[config.mk]
export PLATFORM = sky130hd
export DESIGN_NAME = combination_lock_controller_flat
export DESIGN_NICKNAME = d
export VERILOG_FILES = /design/src/design/cll_pkg.sv /design/src/design/cll_req_if.sv /design/src/design/cll_res_if.sv /design/src/design/cll_cfg_if.sv /design/src/design/cll_step.sv /design/src/design/combination_lock_controller.sv /design/src/flat_wrapper.sv
export SDC_FILE = /design/constraint.sdc
export NUM_CORES = 1
export LEC_CHECK = 0
export BUFFER_PORTS_ARGS = -buffer_cell sky130_fd_sc_hd__buf_2
export CAP_MARGIN = 20
export CORE_MARGIN = 8
export CORE_UTILIZATION = 25
export DETAILED_ROUTE_END_ITERATION = 10
export SLEW_MARGIN = 10
export SYNTH_ARGS = -nofsm -noshare
export SYNTH_HDL_FRONTEND = slang
export SYNTH_SLANG_ARGS = --single-unit
[constraint.sdc]
create_clock -name clk_i -period 8.59 [get_ports clk_i]
set_input_delay 1.2885 -clock clk_i [delete_from_list [all_inputs] [get_ports clk_i]]
set_output_delay 1.2885 -clock clk_i [all_outputs]
set_load 0.05 [all_outputs]
[src/design/cll_pkg.sv]
// ----------------------------------------------------------------------------
// cll_pkg
// Shared types, codes and helpers of the combination lock controller.
// ----------------------------------------------------------------------------
`default_nettype none

package cll_pkg;

  // Default width of the tick clock and its stamps
  localparam int unsigned TIME_WIDTH_DEF = 32;

  // Configuration port
  localparam int unsigned CFG_INDEX_W = 3;
  localparam int unsigned CFG_DATA_W  = 16;

  localparam logic [CFG_INDEX_W-1:0] CFG_MAX_TRIES        = 3'd0;
  localparam logic [CFG_INDEX_W-1:0] CFG_LOCKOUT_SECONDS  = 3'd1;
  localparam logic [CFG_INDEX_W-1:0] CFG_BUTTON_HOLDOFF   = 3'd2;
  localparam logic [CFG_INDEX_W-1:0] CFG_SELECT_HOLDOFF   = 3'd3;
  localparam logic [CFG_INDEX_W-1:0] CFG_TICKS_PER_SECOND = 3'd4;

  // Register reset values
  localparam logic [3:0]  MAX_TRIES_RST        = 4'd3;
  localparam logic [6:0]  LOCKOUT_SECONDS_RST  = 7'd5;
  localparam logic [15:0] BUTTON_HOLDOFF_RST   = 16'd250;
  localparam logic [15:0] SELECT_HOLDOFF_RST   = 16'd300;
  localparam logic [15:0] TICKS_PER_SECOND_RST = 16'd1000;

  // Lock modes (state codes)
  localparam logic [1:0] MODE_OPEN    = 2'd0;
  localparam logic [1:0] MODE_CLOSED  = 2'd1;
  localparam logic [1:0] MODE_SETTING = 2'd2;
  localparam logic [1:0] MODE_BLOCKED = 2'd3;

  localparam logic [1:0] SEL_FIRST = 2'd0;
  localparam logic [1:0] SEL_LAST  = 2'd2;
  localparam logic [3:0] DIGIT_MAX = 4'd9;

  typedef enum logic [2:0] {
    EV_NONE    = 3'd0,
    EV_WRONG   = 3'd1,
    EV_LOCKOUT = 3'd2,
    EV_OPENED  = 3'd3,
    EV_SAVED   = 3'd4,
    EV_OVER    = 3'd5
  } cll_event_e;

  typedef struct packed {
    logic [3:0]  max_tries;
    logic [6:0]  lockout_seconds;
    logic [15:0] button_holdoff;
    logic [15:0] select_holdoff;
    logic [15:0] ticks_per_second;
  } cll_cfg_t;

  typedef struct packed {
    logic encoder_a;
    logic encoder_b;
    logic select_button_n;
    logic confirm_button;
    logic clear_button;
    logic door_sensor;
  } cll_pins_t;

  typedef struct packed {
    logic [1:0] mode;
    logic [1:0] sel;
    logic [3:0] d1;
    logic [3:0] d2;
    logic [3:0] d3;
    logic [9:0] code;
    logic [3:0] tries;
    logic [6:0] count;
    logic       last_a;
    logic       green;
    logic       bolt;
  } cll_state_t;

  // Cycle select 0, 1, 2, 0
  function automatic logic [1:0] next_sel(input logic [1:0] sel);
    next_sel = (sel >= SEL_LAST) ? SEL_FIRST : sel + 2'd1;
  endfunction

  // Step one digit up or down with wrap in 0-9
  function automatic logic [3:0] digit_step(input logic [3:0] d, input logic up);
    if (up) begin
      digit_step = (d >= DIGIT_MAX) ? 4'd0 : d + 4'd1;
    end else begin
      digit_step = (d == 4'd0 || d > DIGIT_MAX) ? DIGIT_MAX : d - 4'd1;
    end
  endfunction

  // 100*d1 + 10*d2 + d3, wide enough for any 4-bit digits
  function automatic logic [10:0] code_of(input logic [3:0] d1, input logic [3:0] d2,
                                          input logic [3:0] d3);
    code_of = 11'(d1) * 11'd100 + 11'(d2) * 11'd10 + 11'(d3);
  endfunction

  // Tens (mod 10) and units of a 7-bit count; reciprocal multiply for /10
  function automatic logic [7:0] count_digits(input logic [6:0] n);
    logic [14:0] prod;
    logic [3:0]  tens;
    logic [6:0]  units;
    prod  = 15'(n) * 15'd205;
    tens  = prod[14:11];
    units = n - 7'(tens) * 7'd10;
    if (tens >= 4'd10) begin
      tens = tens - 4'd10;
    end
    count_digits = {tens, units[3:0]};
  endfunction

endpackage

`default_nettype wire

[src/design/cll_req_if.sv]
// ----------------------------------------------------------------------------
// cll_req_if
// Request channel: one tick of lock pin samples.
// ----------------------------------------------------------------------------
`default_nettype none

interface cll_req_if;
  logic valid;
  logic ready;
  logic encoder_a;
  logic encoder_b;
  logic select_button_n;
  logic confirm_button;
  logic clear_button;
  logic door_sensor;

  modport source (
    output valid, encoder_a, encoder_b, select_button_n, confirm_button,
           clear_button, door_sensor,
    input  ready
  );

  modport sink (
    input  valid, encoder_a, encoder_b, select_button_n, confirm_button,
           clear_button, door_sensor,
    output ready
  );
endinterface

`default_nettype wire

[src/design/cll_res_if.sv]
// ----------------------------------------------------------------------------
// cll_res_if
// Result channel: lock state after one tick.
// ----------------------------------------------------------------------------
`default_nettype none

interface cll_res_if;
  logic       valid;
  logic       ready;
  logic [1:0] mode;
  logic [1:0] selected_digit;
  logic [3:0] digit_one;
  logic [3:0] digit_two;
  logic [3:0] digit_three;
  logic       bolt_open;
  logic       green_led;
  logic       red_led;
  logic [2:0] event_res;
  logic [3:0] tries_left;

  modport source (
    output valid, mode, selected_digit, digit_one, digit_two, digit_three,
           bolt_open, green_led, red_led, event_res, tries_left,
    input  ready
  );

  modport sink (
    input  valid, mode, selected_digit, digit_one, digit_two, digit_three,
           bolt_open, green_led, red_led, event_res, tries_left,
    output ready
  );
endinterface

`default_nettype wire

[src/design/cll_cfg_if.sv]
// ----------------------------------------------------------------------------
// cll_cfg_if
// Configuration write channel: register index and write data.
// ----------------------------------------------------------------------------
`default_nettype none

interface cll_cfg_if;
  logic        valid;
  logic        ready;
  logic [2:0]  index;
  logic [15:0] data;

  modport source (
    output valid, index, data,
    input  ready
  );

  modport sink (
    input  valid, index, data,
    output ready
  );
endinterface

`default_nettype wire

[src/design/cll_step.sv]
// ----------------------------------------------------------------------------
// cll_step
// Next-state logic of the lock for one tick of pin samples.
// ----------------------------------------------------------------------------
`default_nettype none

module cll_step
  import cll_pkg::*;
#(
  parameter int unsigned TimeWidth = TIME_WIDTH_DEF
) (
  input  cll_cfg_t             cfg_i,
  input  cll_pins_t            pins_i,
  input  cll_state_t           st_i,
  input  logic [TimeWidth-1:0] tick_i,
  input  logic [TimeWidth-1:0] confirm_stamp_i,
  input  logic [TimeWidth-1:0] clear_stamp_i,
  input  logic [TimeWidth-1:0] select_stamp_i,
  input  logic [TimeWidth-1:0] countdown_stamp_i,
  output cll_state_t           st_o,
  output logic [TimeWidth-1:0] tick_o,
  output logic [TimeWidth-1:0] confirm_stamp_o,
  output logic [TimeWidth-1:0] clear_stamp_o,
  output logic [TimeWidth-1:0] select_stamp_o,
  output logic [TimeWidth-1:0] countdown_stamp_o,
  output cll_event_e           event_o
);

  logic [TimeWidth-1:0] tick_n;
  logic                 confirm_ok, clear_ok, select_ok, second_due;
  logic [1:0]           handled;
  logic [10:0]          entered_code;
  logic [7:0]           count_split;
  cll_state_t           enc_st;

  assign tick_n = tick_i + TimeWidth'(1);

  // Holdoff checks against the advanced clock
  assign confirm_ok = pins_i.confirm_button &&
                      ((tick_n - confirm_stamp_i) > TimeWidth'(cfg_i.button_holdoff));
  assign clear_ok   = pins_i.clear_button &&
                      ((tick_n - clear_stamp_i) > TimeWidth'(cfg_i.button_holdoff));
  assign select_ok  = !pins_i.select_button_n &&
                      ((tick_n - select_stamp_i) > TimeWidth'(cfg_i.select_holdoff));
  assign second_due = (tick_n - countdown_stamp_i) > TimeWidth'(cfg_i.ticks_per_second);

  assign handled      = pins_i.door_sensor ? MODE_CLOSED : st_i.mode;
  assign entered_code = code_of(st_i.d1, st_i.d2, st_i.d3);
  assign count_split  = count_digits(st_i.count);

  // Encoder step on the digit selected at the start of the tick
  always_comb begin
    enc_st        = st_i;
    enc_st.last_a = pins_i.encoder_a;
    if (!st_i.last_a && pins_i.encoder_a) begin
      unique case (st_i.sel)
        2'd0:    enc_st.d1 = digit_step(st_i.d1, pins_i.encoder_b);
        2'd1:    enc_st.d2 = digit_step(st_i.d2, pins_i.encoder_b);
        2'd2:    enc_st.d3 = digit_step(st_i.d3, pins_i.encoder_b);
        default: enc_st.d1 = st_i.d1;
      endcase
    end
  end

  always_comb begin
    st_o              = st_i;
    tick_o            = tick_n;
    confirm_stamp_o   = confirm_stamp_i;
    clear_stamp_o     = clear_stamp_i;
    select_stamp_o    = select_stamp_i;
    countdown_stamp_o = countdown_stamp_i;
    event_o           = EV_NONE;

    unique case (handled)
      MODE_OPEN: begin
        st_o.green = 1'b1;
        if (clear_ok) begin
          clear_stamp_o = tick_n;
          st_o.mode     = MODE_SETTING;
        end else if (confirm_ok) begin
          confirm_stamp_o = tick_n;
          st_o.mode       = MODE_CLOSED;
          st_o.bolt       = 1'b0;
          st_o.green      = 1'b0;
        end
      end
      MODE_CLOSED: begin
        if (clear_ok) begin
          clear_stamp_o = tick_n;
          st_o.d1       = 4'd0;
          st_o.d2       = 4'd0;
          st_o.d3       = 4'd0;
        end else if (confirm_ok) begin
          confirm_stamp_o = tick_n;
          if (entered_code == {1'b0, st_i.code}) begin
            st_o.green = 1'b1;
            st_o.bolt  = 1'b1;
            st_o.mode  = MODE_OPEN;
            event_o    = EV_OPENED;
          end else if (st_i.tries <= 4'd1) begin
            st_o.tries = 4'd0;
            st_o.mode  = MODE_BLOCKED;
            st_o.count = cfg_i.lockout_seconds;
            event_o    = EV_LOCKOUT;
          end else begin
            st_o.tries = st_i.tries - 4'd1;
            event_o    = EV_WRONG;
          end
        end else begin
          st_o.d1     = enc_st.d1;
          st_o.d2     = enc_st.d2;
          st_o.d3     = enc_st.d3;
          st_o.last_a = enc_st.last_a;
        end
        if (select_ok) begin
          select_stamp_o = tick_n;
          st_o.sel       = next_sel(st_i.sel);
        end
      end
      MODE_SETTING: begin
        if (confirm_ok) begin
          confirm_stamp_o = tick_n;
          st_o.code       = entered_code[9:0];
          st_o.bolt       = 1'b0;
          st_o.green      = 1'b0;
          st_o.mode       = MODE_CLOSED;
          event_o         = EV_SAVED;
        end else if (select_ok) begin
          select_stamp_o = tick_n;
          st_o.sel       = next_sel(st_i.sel);
        end else begin
          st_o.d1     = enc_st.d1;
          st_o.d2     = enc_st.d2;
          st_o.d3     = enc_st.d3;
          st_o.last_a = enc_st.last_a;
        end
      end
      default: begin
        // Blocked: show and step the countdown once a second
        if (second_due) begin
          st_o.d1 = 4'd0;
          st_o.d2 = count_split[7:4];
          st_o.d3 = count_split[3:0];
          if (st_i.count == 7'd0) begin
            st_o.tries = cfg_i.max_tries;
            st_o.mode  = MODE_CLOSED;
            event_o    = EV_OVER;
          end else begin
            st_o.count        = st_i.count - 7'd1;
            countdown_stamp_o = tick_n;
          end
        end
      end
    endcase
  end

endmodule

`default_nettype wire

[src/design/combination_lock_controller.sv]
// ----------------------------------------------------------------------------
// combination_lock_controller
// Three-digit combination lock with try counter and timed lockout.
// ----------------------------------------------------------------------------
// Usage:
//   req_i carries one request per millisecond tick: encoder A/B samples, the
//   select (active low), confirm and clear buttons and the door sensor.
//   res_o returns exactly one result per request: mode, selected digit, the
//   three shown digits, bolt, lamps, event code and tries left, all as they
//   stand after that tick.
//   cfg_i writes the five registers (max tries, lockout seconds, button and
//   select holdoffs, ticks per second) by index; it is always ready and an
//   unknown index is dropped. Write only while no request is in flight.
// Timing:
//   A request is worked out by the next-state logic and lands in the state
//   registers, which double as the result register: one request per cycle
//   while the receiver keeps taking results. The single state register set
//   fixes that rate.
// Reset and stalls:
//   Reset closes the lock, clears digits, code and time stamps and loads the
//   register defaults. While the receiver holds off, the result is held and
//   req_i.ready stays low until the result is taken; a request is taken in
//   the same cycle as the pending result leaves.
// ----------------------------------------------------------------------------
`default_nettype none

module combination_lock_controller
  import cll_pkg::*;
#(
  parameter int unsigned TimeWidth = TIME_WIDTH_DEF
) (
  input  wire       clk_i,
  input  wire       rst_ni,
  cll_req_if.sink   req_i,
  cll_res_if.source res_o,
  cll_cfg_if.sink   cfg_i
);

  cll_cfg_t             cfg_q;
  cll_state_t           st_q, st_d;
  cll_pins_t            pins;
  cll_event_e           event_q, event_d;
  logic                 res_valid_q;
  logic                 req_fire, res_fire, cfg_fire;
  logic [TimeWidth-1:0] tick_q, tick_d;
  logic [TimeWidth-1:0] confirm_stamp_q, confirm_stamp_d;
  logic [TimeWidth-1:0] clear_stamp_q, clear_stamp_d;
  logic [TimeWidth-1:0] select_stamp_q, select_stamp_d;
  logic [TimeWidth-1:0] countdown_stamp_q, countdown_stamp_d;

  // Handshakes: take a request whenever the result slot is free or draining
  assign req_i.ready = !res_valid_q || res_o.ready;
  assign req_fire    = req_i.valid && req_i.ready;
  assign res_fire    = res_o.valid && res_o.ready;
  assign cfg_i.ready = 1'b1;
  assign cfg_fire    = cfg_i.valid && cfg_i.ready;

  assign pins = '{
    encoder_a:       req_i.encoder_a,
    encoder_b:       req_i.encoder_b,
    select_button_n: req_i.select_button_n,
    confirm_button:  req_i.confirm_button,
    clear_button:    req_i.clear_button,
    door_sensor:     req_i.door_sensor
  };

  // Configuration registers
  always_ff @(posedge clk_i or negedge rst_ni) begin
    if (!rst_ni) begin
      cfg_q.max_tries        <= MAX_TRIES_RST;
      cfg_q.lockout_seconds  <= LOCKOUT_SECONDS_RST;
      cfg_q.button_holdoff   <= BUTTON_HOLDOFF_RST;
      cfg_q.select_holdoff   <= SELECT_HOLDOFF_RST;
      cfg_q.ticks_per_second <= TICKS_PER_SECOND_RST;
    end else if (cfg_fire) begin
      unique case (cfg_i.index)
        CFG_MAX_TRIES:        cfg_q.max_tries        <= cfg_i.data[3:0];
        CFG_LOCKOUT_SECONDS:  cfg_q.lockout_seconds  <= cfg_i.data[6:0];
        CFG_BUTTON_HOLDOFF:   cfg_q.button_holdoff   <= cfg_i.data;
        CFG_SELECT_HOLDOFF:   cfg_q.select_holdoff   <= cfg_i.data;
        CFG_TICKS_PER_SECOND: cfg_q.ticks_per_second <= cfg_i.data;
        default:              cfg_q                  <= cfg_q;
      endcase
    end
  end

  // One tick of lock behaviour
  cll_step #(
    .TimeWidth (TimeWidth)
  ) u_step (
    .cfg_i             (cfg_q),
    .pins_i            (pins),
    .st_i              (st_q),
    .tick_i            (tick_q),
    .confirm_stamp_i   (confirm_stamp_q),
    .clear_stamp_i     (clear_stamp_q),
    .select_stamp_i    (select_stamp_q),
    .countdown_stamp_i (countdown_stamp_q),
    .st_o              (st_d),
    .tick_o            (tick_d),
    .confirm_stamp_o   (confirm_stamp_d),
    .clear_stamp_o     (clear_stamp_d),
    .select_stamp_o    (select_stamp_d),
    .countdown_stamp_o (countdown_stamp_d),
    .event_o           (event_d)
  );

  // State advances only on an accepted request; it also holds the result
  always_ff @(posedge clk_i or negedge rst_ni) begin
    if (!rst_ni) begin
      st_q.mode         <= MODE_CLOSED;
      st_q.sel          <= SEL_FIRST;
      st_q.d1           <= 4'd0;
      st_q.d2           <= 4'd0;
      st_q.d3           <= 4'd0;
      st_q.code         <= 10'd0;
      st_q.tries        <= MAX_TRIES_RST;
      st_q.count        <= LOCKOUT_SECONDS_RST;
      st_q.last_a       <= 1'b0;
      st_q.green        <= 1'b0;
      st_q.bolt         <= 1'b0;
      event_q           <= EV_NONE;
      tick_q            <= '0;
      confirm_stamp_q   <= '0;
      clear_stamp_q     <= '0;
      select_stamp_q    <= '0;
      countdown_stamp_q <= '0;
    end else if (req_fire) begin
      st_q              <= st_d;
      event_q           <= event_d;
      tick_q            <= tick_d;
      confirm_stamp_q   <= confirm_stamp_d;
      clear_stamp_q     <= clear_stamp_d;
      select_stamp_q    <= select_stamp_d;
      countdown_stamp_q <= countdown_stamp_d;
    end
  end

  // Result valid: set on a request, drop once taken without a new one
  always_ff @(posedge clk_i or negedge rst_ni) begin
    if (!rst_ni) begin
      res_valid_q <= 1'b0;
    end else if (req_fire) begin
      res_valid_q <= 1'b1;
    end else if (res_fire) begin
      res_valid_q <= 1'b0;
    end
  end

  assign res_o.valid          = res_valid_q;
  assign res_o.mode           = st_q.mode;
  assign res_o.selected_digit = st_q.sel;
  assign res_o.digit_one      = st_q.d1;
  assign res_o.digit_two      = st_q.d2;
  assign res_o.digit_three    = st_q.d3;
  assign res_o.bolt_open      = st_q.bolt;
  assign res_o.green_led      = st_q.green;
  assign res_o.red_led        = (st_q.mode == MODE_BLOCKED);
  assign res_o.event_res      = event_q;
  assign res_o.tries_left     = st_q.tries;

  // Shown digits never leave 0-9
  assert property (@(posedge clk_i) disable iff (!rst_ni)
    st_q.d1 <= DIGIT_MAX && st_q.d2 <= DIGIT_MAX && st_q.d3 <= DIGIT_MAX)
    else $error("shown digit out of range");

  // Tick clock moves by one per accepted request and holds otherwise
  assert property (@(posedge clk_i) disable iff (!rst_ni)
    req_fire |=> tick_q == $past(tick_q) + TimeWidth'(1))
    else $error("tick clock did not advance on request");

  assert property (@(posedge clk_i) disable iff (!rst_ni)
    !req_fire |=> $stable(tick_q) && $stable(st_q))
    else $error("state changed without a request");

  // Events agree with the state they report
  assert property (@(posedge clk_i) disable iff (!rst_ni)
    res_valid_q && event_q == EV_OPENED |-> st_q.mode == MODE_OPEN && st_q.bolt)
    else $error("open event without open bolt");

  assert property (@(posedge clk_i) disable iff (!rst_ni)
    res_valid_q && event_q == EV_LOCKOUT |-> st_q.mode == MODE_BLOCKED && st_q.tries == 4'd0)
    else $error("lockout event without blocked mode");

  assert property (@(posedge clk_i) disable iff (!rst_ni)
    req_fire && event_d == EV_SAVED |=> st_q.code == $past(st_d.code) && !st_q.bolt)
    else $error("saved code not held");

endmodule

`default_nettype wire

[src/flat_wrapper.sv]
// flat-port wrapper written by rule: the top's interface ports become plain ports
module combination_lock_controller_flat import cll_pkg::*;
#(
  parameter int unsigned TimeWidth = TIME_WIDTH_DEF
)
  (clk_i, rst_ni, req_i_valid, req_i_encoder_a, req_i_encoder_b, req_i_select_button_n, req_i_confirm_button, req_i_clear_button, req_i_door_sensor, req_i_ready, res_o_valid, res_o_mode, res_o_selected_digit, res_o_digit_one, res_o_digit_two, res_o_digit_three, res_o_bolt_open, res_o_green_led, res_o_red_led, res_o_event_res, res_o_tries_left, res_o_ready, cfg_i_valid, cfg_i_index, cfg_i_data, cfg_i_ready);
  cll_req_if req_i_i ();
  cll_res_if res_o_i ();
  cll_cfg_if cfg_i_i ();
  input  wire clk_i;
  input  wire rst_ni;
  input wire logic [$bits(req_i_i.valid)-1:0] req_i_valid;
  input wire logic [$bits(req_i_i.encoder_a)-1:0] req_i_encoder_a;
  input wire logic [$bits(req_i_i.encoder_b)-1:0] req_i_encoder_b;
  input wire logic [$bits(req_i_i.select_button_n)-1:0] req_i_select_button_n;
  input wire logic [$bits(req_i_i.confirm_button)-1:0] req_i_confirm_button;
  input wire logic [$bits(req_i_i.clear_button)-1:0] req_i_clear_button;
  input wire logic [$bits(req_i_i.door_sensor)-1:0] req_i_door_sensor;
  output wire logic [$bits(req_i_i.ready)-1:0] req_i_ready;
  output wire logic [$bits(res_o_i.valid)-1:0] res_o_valid;
  output wire logic [$bits(res_o_i.mode)-1:0] res_o_mode;
  output wire logic [$bits(res_o_i.selected_digit)-1:0] res_o_selected_digit;
  output wire logic [$bits(res_o_i.digit_one)-1:0] res_o_digit_one;
  output wire logic [$bits(res_o_i.digit_two)-1:0] res_o_digit_two;
  output wire logic [$bits(res_o_i.digit_three)-1:0] res_o_digit_three;
  output wire logic [$bits(res_o_i.bolt_open)-1:0] res_o_bolt_open;
  output wire logic [$bits(res_o_i.green_led)-1:0] res_o_green_led;
  output wire logic [$bits(res_o_i.red_led)-1:0] res_o_red_led;
  output wire logic [$bits(res_o_i.event_res)-1:0] res_o_event_res;
  output wire logic [$bits(res_o_i.tries_left)-1:0] res_o_tries_left;
  input wire logic [$bits(res_o_i.ready)-1:0] res_o_ready;
  input wire logic [$bits(cfg_i_i.valid)-1:0] cfg_i_valid;
  input wire logic [$bits(cfg_i_i.index)-1:0] cfg_i_index;
  input wire logic [$bits(cfg_i_i.data)-1:0] cfg_i_data;
  output wire logic [$bits(cfg_i_i.ready)-1:0] cfg_i_ready;
  assign req_i_i.valid = req_i_valid;
  assign req_i_i.encoder_a = req_i_encoder_a;
  assign req_i_i.encoder_b = req_i_encoder_b;
  assign req_i_i.select_button_n = req_i_select_button_n;
  assign req_i_i.confirm_button = req_i_confirm_button;
  assign req_i_i.clear_button = req_i_clear_button;
  assign req_i_i.door_sensor = req_i_door_sensor;
  assign req_i_ready = req_i_i.ready;
  assign res_o_valid = res_o_i.valid;
  assign res_o_mode = res_o_i.mode;
  assign res_o_selected_digit = res_o_i.selected_digit;
  assign res_o_digit_one = res_o_i.digit_one;
  assign res_o_digit_two = res_o_i.digit_two;
  assign res_o_digit_three = res_o_i.digit_three;
  assign res_o_bolt_open = res_o_i.bolt_open;
  assign res_o_green_led = res_o_i.green_led;
  assign res_o_red_led = res_o_i.red_led;
  assign res_o_event_res = res_o_i.event_res;
  assign res_o_tries_left = res_o_i.tries_left;
  assign res_o_i.ready = res_o_ready;
  assign cfg_i_i.valid = cfg_i_valid;
  assign cfg_i_i.index = cfg_i_index;
  assign cfg_i_i.data = cfg_i_data;
  assign cfg_i_ready = cfg_i_i.ready;
  combination_lock_controller #(.TimeWidth(TimeWidth)) u_core (.clk_i(clk_i), .rst_ni(rst_ni), .req_i(req_i_i), .res_o(res_o_i), .cfg_i(cfg_i_i));
endmodule
==> flow_summary_export.csv, run 1 <==
group,metric,value,unit
run_status,status,"finished, final reports clean",
worst_setup_path,r2r_slack,670,ps
drt,drt_iter0_drc,1131,
final_layout,layout_commonest_cell,"ha_1",
final_layout,drive_above_1_share,11.7,%
global_routing,antenna_found_initial,2,
sta,post-route-period-util,92.2,%
clock_network,htree_levels,1,
yosys,ys_types,83,
power_and_ir_drop,ir_drop,0.483,mV
worst_setup_path,critPathKind,"flop to flop",
sta,slew_viol_final,0,
clock_network,cts_tree,"yes",
floorplan,die_area,0.105,mm²
sta,holdWs,497,ps
drt,vias_per_cell,4.98,
worst_setup_path,crit_slowest_cell,"xnor2_1",
global_routing,grt-ovfl-total,0,
floorplan,start_util,25.1,%
sta,fmax,126,MHz
drt,routed_wl,68300,µm
drt,drtAntennaViolNets,0,
final_layout,area_growth,11.4,%
worst_setup_path,cpPeakStageDelay,850,ps
yosys,syn-num-nets,3108,
clock_network,cts_root_buffer,"clkbuf_16",
power_and_ir_drop,p_total,10.4,mW
global_routing,grt_pass1_wl,109000,µm
yosys,synth_flop_cell,"dfrtp_1",
yosys,synth_edf_count,0,
final_layout,layout_common_cells,"ha_1 (275), nand2_1 (269), inv_1 (260)",
sta,hold_viol,0,
sta,final-setup-viol-count,0,
final_layout,fillers,10257,
placement,buffer_ports.inserted,57,
hold_path,min_path_type,"flop to flop",
power_and_ir_drop,power_density,393,mW/mm²
global_routing,grtUsageTotal,12.7,%
sta,fin_crit,7920,ps
floorplan,io_pins,59,
worst_setup_path,crit_required,9070,ps
placement,dpl.hpwl,54500,µm
global_routing,grt_max_degree,81,
worst_setup_path,cp_data_arrival_time,8400,ps
drt,dr.pass1.iters,5,
yosys,synth_area_per_cell,8.50,µm²
clock_network,clkSinkCount,263,
yosys,netlist_area,0.0237,mm²
yosys,synth-seq-area-share,27.9,%
yosys,ys_seq_elements,263,
drt,via_count,20370,
drt,drc_errors,0,
worst_setup_path,start_kind,"flop",
sta,setup_tns,0,ps
sta,fin_worst_skew,10.8,ps
worst_setup_path,crit_top_cell,"a21oi_1",
clock_network,post_cts_buffers,0,
yosys,async_reset_ff_share,100,%
sta,worst_pin_slew,1110,ps
floorplan,fp-row-count,113,
yosys,yosys_warnings,0,
sta,rsz0062_at_grt,"no",
clock_network,path_clk_slew,60,ps
floorplan,die_h,324,µm
flow_run,maxCapViolCount,0,
clock_network,cts_buffer_depth,3,
drt,wl_per_cell,16.7,µm
clock_network,clock_latency,590,ps
clock_network,cts_resized,0,
worst_setup_path,cp_max_fo,14,
power_and_ir_drop,leakagePower,12.0,nW
final_layout,final_core_util,27.9,%
global_routing,grt_pass1_vias,20036,
final_layout,nNetsFinal,3121,
floorplan,fp.dieW,324,µm
sta,maxSlewHeadroom,26.0,%
clock_network,cts_hold_buf,0,
placement,routabilityCongestion,0.908,
final_layout,multiInputGateArea,0.0155,mm²
final_layout,regArea,0.00661,mm²
worst_setup_path,worst_setup_path_end_kind,"flop",
floorplan,core,0.0944,mm²
yosys,syn_inst,2785,
clock_network,cts_buffers,31,
==> power breakdown <==
group | leakage (nW) | switching (mW) | internal (mW) | total (mW)
logic | 8.31 | 4.18 | 2.98 | 7.17
clock network | 0.494 | 0.568 | 0.769 | 1.34
registers | 3.24 | 0.265 | 1.59 | 1.86
total | 12.0 | 5.02 | 5.34 | 10.4
==> critical path: cells and delay by family (launching register included) <==
| kind | cells | cell delay, ps |
|---|---|---|
| xor gates and xnor gates | 2 | 1000 |
| AOI/OAI and AO/OA | 10 | 2810 |
| and+or+nand+nor | 9 | 2000 |
| adders and majority gates | 3 | 1070 |
| buffers and inverters | 1 | 260 |
| DFF | 1 | 670 |
==> cell families after synthesis <==
| group | after synthesis | share of synthesized area, % |
|---|---|---|
| compound gates | 754 | 20.3 |
| xor+xnor | 164 | 6.27 |
| fa+ha+maj | 293 | 16.1 |
| buf+inv | 382 | 6.61 |
| flops | 263 | 27.9 |
| mux | 130 | 6.52 |
| other cells | 1 | 0.0158 |
| simple gates | 798 | 16.3 |
==> state kept, by name, summed over array words and instances, names as in the netlist, 3 cells and up <==
signal                    count
u_core.clear_stamp_q         32
u_core.select_stamp_q        32
u_core.tick_q                32
u_core.st_q                  18
u_core.res_o.digit_three      4
u_core.res_o.tries_left       4
u_core.res_o.event_res        3
u_core.res_o.digit_two        4
u_core.cfg_q                 59
u_core.res_o.digit_one        4
u_core.countdown_stamp_q     32
u_core.confirm_stamp_q       32
==> synthesized netlist by cell type (all sizes together), types with 10 or more instances <==
master | n | area [µm²]
ha | 275 | 3440
nand2 | 269 | 1010
inv | 260 | 976
a21oi | 243 | 1220
dfrtp | 238 | 5960
o21ai | 182 | 922
nor2 | 169 | 637
xnor2 | 116 | 1020
mux2 | 109 | 1330
clkbuf | 79 | 297
nand4 | 72 | 450
nand3 | 62 | 310
nor3 | 50 | 255
a21o | 47 | 353
xor2 | 46 | 422
buf | 43 | 292
o211ai | 39 | 293
o21a | 31 | 233
nand2b | 28 | 175
and3 | 27 | 169
dfstp | 25 | 657
nor2b | 23 | 144
or3 | 22 | 143
mux2i | 21 | 210
fa | 18 | 360
a211oi | 17 | 128
a31oi | 17 | 106
and2 | 17 | 106
nor4 | 16 | 106
o2111ai | 16 | 140
and4 | 12 | 105
or2 | 11 | 68.8
a22oi | 10 | 75.1
a41oi | 10 | 87.6
o22ai | 10 | 62.6
==> through the flow <==
step	cell area, µm²	cells	worst slack [ps]
6_report	26400	4088	666
5_1_grt	26300	4087	213
4_1_cts	26300	4085	716
3_5_place_dp	25300	4028	742
3_3_place_gp	25300	4028	883
2_1_floorplan	23700	2785	2190
==> per-layer routing <==
metal,vias up,GRT usage [%],share of wire (%)
li1,10010,-,-
met1,9776,17.1,47
met2,465,21.3,46
met3,117,1.70,4.3
met4,2,3.73,3.0
met5,-,0,0.018
==> layout make-up <==
cell class | count | area share [%]
diodes | 1 | 0.00950
clock buffers | 41 | 3.28
clock inverters | 16 | 0.617
inverters | 260 | 3.70
multi-input cells | 2140 | 58.9
flip-flops and latches | 263 | 25.1
well taps | 1265 | 6.01
repair buffers | 102 | 2.39
==> path summary, 6_finish.rpt <==
kind / start / cells past startpoint / to
min in group asynchronous: rst_ni / 1 / u_core.clear_stamp_q[28]
max in group asynchronous: rst_ni / 2 / u_core.cfg_q[16]
hold / removal: u_core.clear_stamp_q[0] / 2 / u_core.clear_stamp_q[0]
hold reg to reg: u_core.clear_stamp_q[0] / 2 / u_core.clear_stamp_q[0]
setup / recovery: u_core.tick_q[0] / 25 / u_core.res_o.digit_one[0]
setup reg to reg: u_core.tick_q[0] / 25 / u_core.res_o.digit_one[0]
Power figures use the tool's default switching activity.
==> run 2, diff against run 1 <==
--- a/config.mk
+++ b/config.mk
@@ -10,6 +10,7 @@
 export CORE_MARGIN = 8
 export CORE_UTILIZATION = 25
 export DETAILED_ROUTE_END_ITERATION = 10
+export REMOVE_ABC_BUFFERS = 1
 export SLEW_MARGIN = 10
 export SYNTH_ARGS = -nofsm -noshare
 export SYNTH_HDL_FRONTEND = slang
==> flow_summary_export.csv, run 2 (synthesized netlist as in run 1, its figures left out) <==
group,metric,value,unit
clock_network,post_cts_buffers,0,
worst_setup_path,reg2reg_depth,19,
final_layout,largest_register,"u_core.cfg_q",
global_routing,grt_max_degree,103,
final_layout,layout_common_cells,"ha_1 (275), nand2_1 (269), inv_1 (260)",
run_status,status,"finished, final reports clean",
hold_path,min_to,"u_core.confirm_stamp_q[14]",
sta,final-setup-viol-count,0,
final_layout,nNetsFinal,3126,
sta,slew_viol_final,0,
placement,dpl.hpwl,54400,µm
floorplan,die_area,0.105,mm²
drt,dr.pass1.iters,6,
hold_path,min_path_type,"flop to flop",
drt,drtAntennaViolNets,0,
final_layout,drive_above_1_share,11.8,%
drt,via_count,20356,
sta,fmax,131,MHz
sta,rsz0062_at_grt,"no",
sta,setup_tns,0,ps
drt,route.met3.wl,3150,µm
final_layout,multiInputGateArea,0.0155,mm²
worst_setup_path,r2r-start,"u_core.tick_q[0]",
worst_setup_path,cp_max_fo,34,
floorplan,io_pins,59,
power_and_ir_drop,leakagePower,12.1,nW
final_layout,largest_reg_flops,59,
worst_setup_path,crit_required,9010,ps
sta,post-route-period-util,89.1,%
drt,wl_met2,31100,µm
clock_network,path_clk_slew,60,ps
drt,wl_met1,31800,µm
final_layout,area_growth,12.1,%
drt,top_layer,"met4",
sta,hold_viol,0,
drt,routed_wl,68500,µm
clock_network,cts_tree,"yes",
global_routing,grt_pass1_wl,109000,µm
placement,routabilityCongestion,0.919,
worst_setup_path,cp_data_arrival_time,8070,ps
worst_setup_path,r2r_slack,940,ps
floorplan,core,0.0944,mm²
power_and_ir_drop,power_density,397,mW/mm²
drt,vias_per_cell,4.97,
floorplan,start_util,25.1,%
global_routing,grtUsageTotal,12.8,%
sta,fin_crit,7650,ps
placement,buffer_ports.inserted,57,
flow_run,maxCapViolCount,0,
power_and_ir_drop,p_total,10.5,mW
drt,drt_iter0_drc,1188,
clock_network,cts_root_buffer,"clkbuf_16",
sta,fin_worst_skew,30.5,ps
clock_network,cts_buffers,35,
final_layout,layout_commonest_cell,"ha_1",
drt,drc_errors,0,
clock_network,cts_hold_buf,0,
sta,maxSlewHeadroom,22.9,%
global_routing,grt-ovfl-total,0,
sta,worst_pin_slew,1140,ps
global_routing,grt_pass1_vias,20012,
worst_setup_path,critPathKind,"flop to flop",
hold_path,hold_path_depth,1,
worst_setup_path,start_kind,"flop",
global_routing,antenna_found_initial,1,
clock_network,cts_resized,0,
clock_network,cts_buffer_depth,3,
clock_network,clock_latency,560,ps
drt,wl_per_cell,16.7,µm
floorplan,fp.dieW,324,µm
floorplan,die_h,324,µm
clock_network,clkSinkCount,263,
hold_path,min-delay-start,"u_core.confirm_stamp_q[14]",
floorplan,fp-row-count,113,
worst_setup_path,worst_setup_path_end_kind,"flop",
final_layout,regArea,0.00661,mm²
power_and_ir_drop,ir_drop,0.447,mV
final_layout,fillers,10175,
worst_setup_path,rr_endpoint,"u_core.select_stamp_q[31]",
clock_network,htree_levels,2,
## run 2: cell count changes in the layout (fill, tap and decap cells not counted), sizes merged
cell / before / now
clkinvlp: 4 / 5
clkinv: 8 / 6
buf: 101 / 103
clkbuf: 42 / 45
bufinv: 2 / 4
## run 2: through the flow
step	instances	util [%]	hold slack (ps)	worst slack, ps	area, µm²
3_3_place_gp	4029	26.8	482	1170	25300
2_1_floorplan	2663	-	456	-432	23100
4_1_cts	4092	28.1	505	936	26500
3_5_place_dp	4030	26.8	492	999	25300
6_report	4094	28.1	502	936	26500
5_1_grt	4093	28.1	517	541	26500
## run 2: worst max-delay path: stages, from the launching register on
cell,delay (ps)
dfrtp_1,650
ha_1,370
xor2_1,580
ha_1,400
nor2b_1,180
o2111ai_1,530
a21oi_1,180
o41ai_1,880
o31ai_1,190
xor2_1,180
ha_1,320
and3_1,160
nand4_1,120
or3_1,410
a221o_1,300
nor4_1,180
a41oi_1,500
or3b_2,370
buf_4,550
mux2_2,400
## run 2: worst max-delay path by stage
stage,start,to,depth (start not counted)
floorplan,u_core.tick_q[0],u_core.countdown_stamp_q[31],24
global placement,u_core.tick_q[0],u_core.select_stamp_q[2],19
detailed placement,u_core.tick_q[0],u_core.select_stamp_q[2],19
CTS,u_core.tick_q[0],u_core.select_stamp_q[31],19
global route,u_core.tick_q[0],u_core.select_stamp_q[31],19
finish,u_core.tick_q[0],u_core.select_stamp_q[31],19
## run 2: final cells by class
class,count,area share (%)
Multi-Input combinational cell,2140,58.5
Sequential cell,263,24.9
Tap cell,1265,5.97
Inverter,260,3.68
Clock buffer,45,3.64
Timing Repair Buffer,103,2.41
Clock inverter,17,0.868
Antenna cell,1,0.00944
## run 2: where the power goes
part,switching (mW),internal (mW)
sequential,0.267,1.59
clock,0.603,0.923
combinational,4.18,2.98
total,5.05,5.49
## run 2: layer usage
layer | up-vias | track usage (%)
met1 | 9723 | 17.3
li1 | 9999 | -
met5 | - | 0
met4 | 0 | 4.70
met2 | 496 | 21.1
met3 | 138 | 1.52
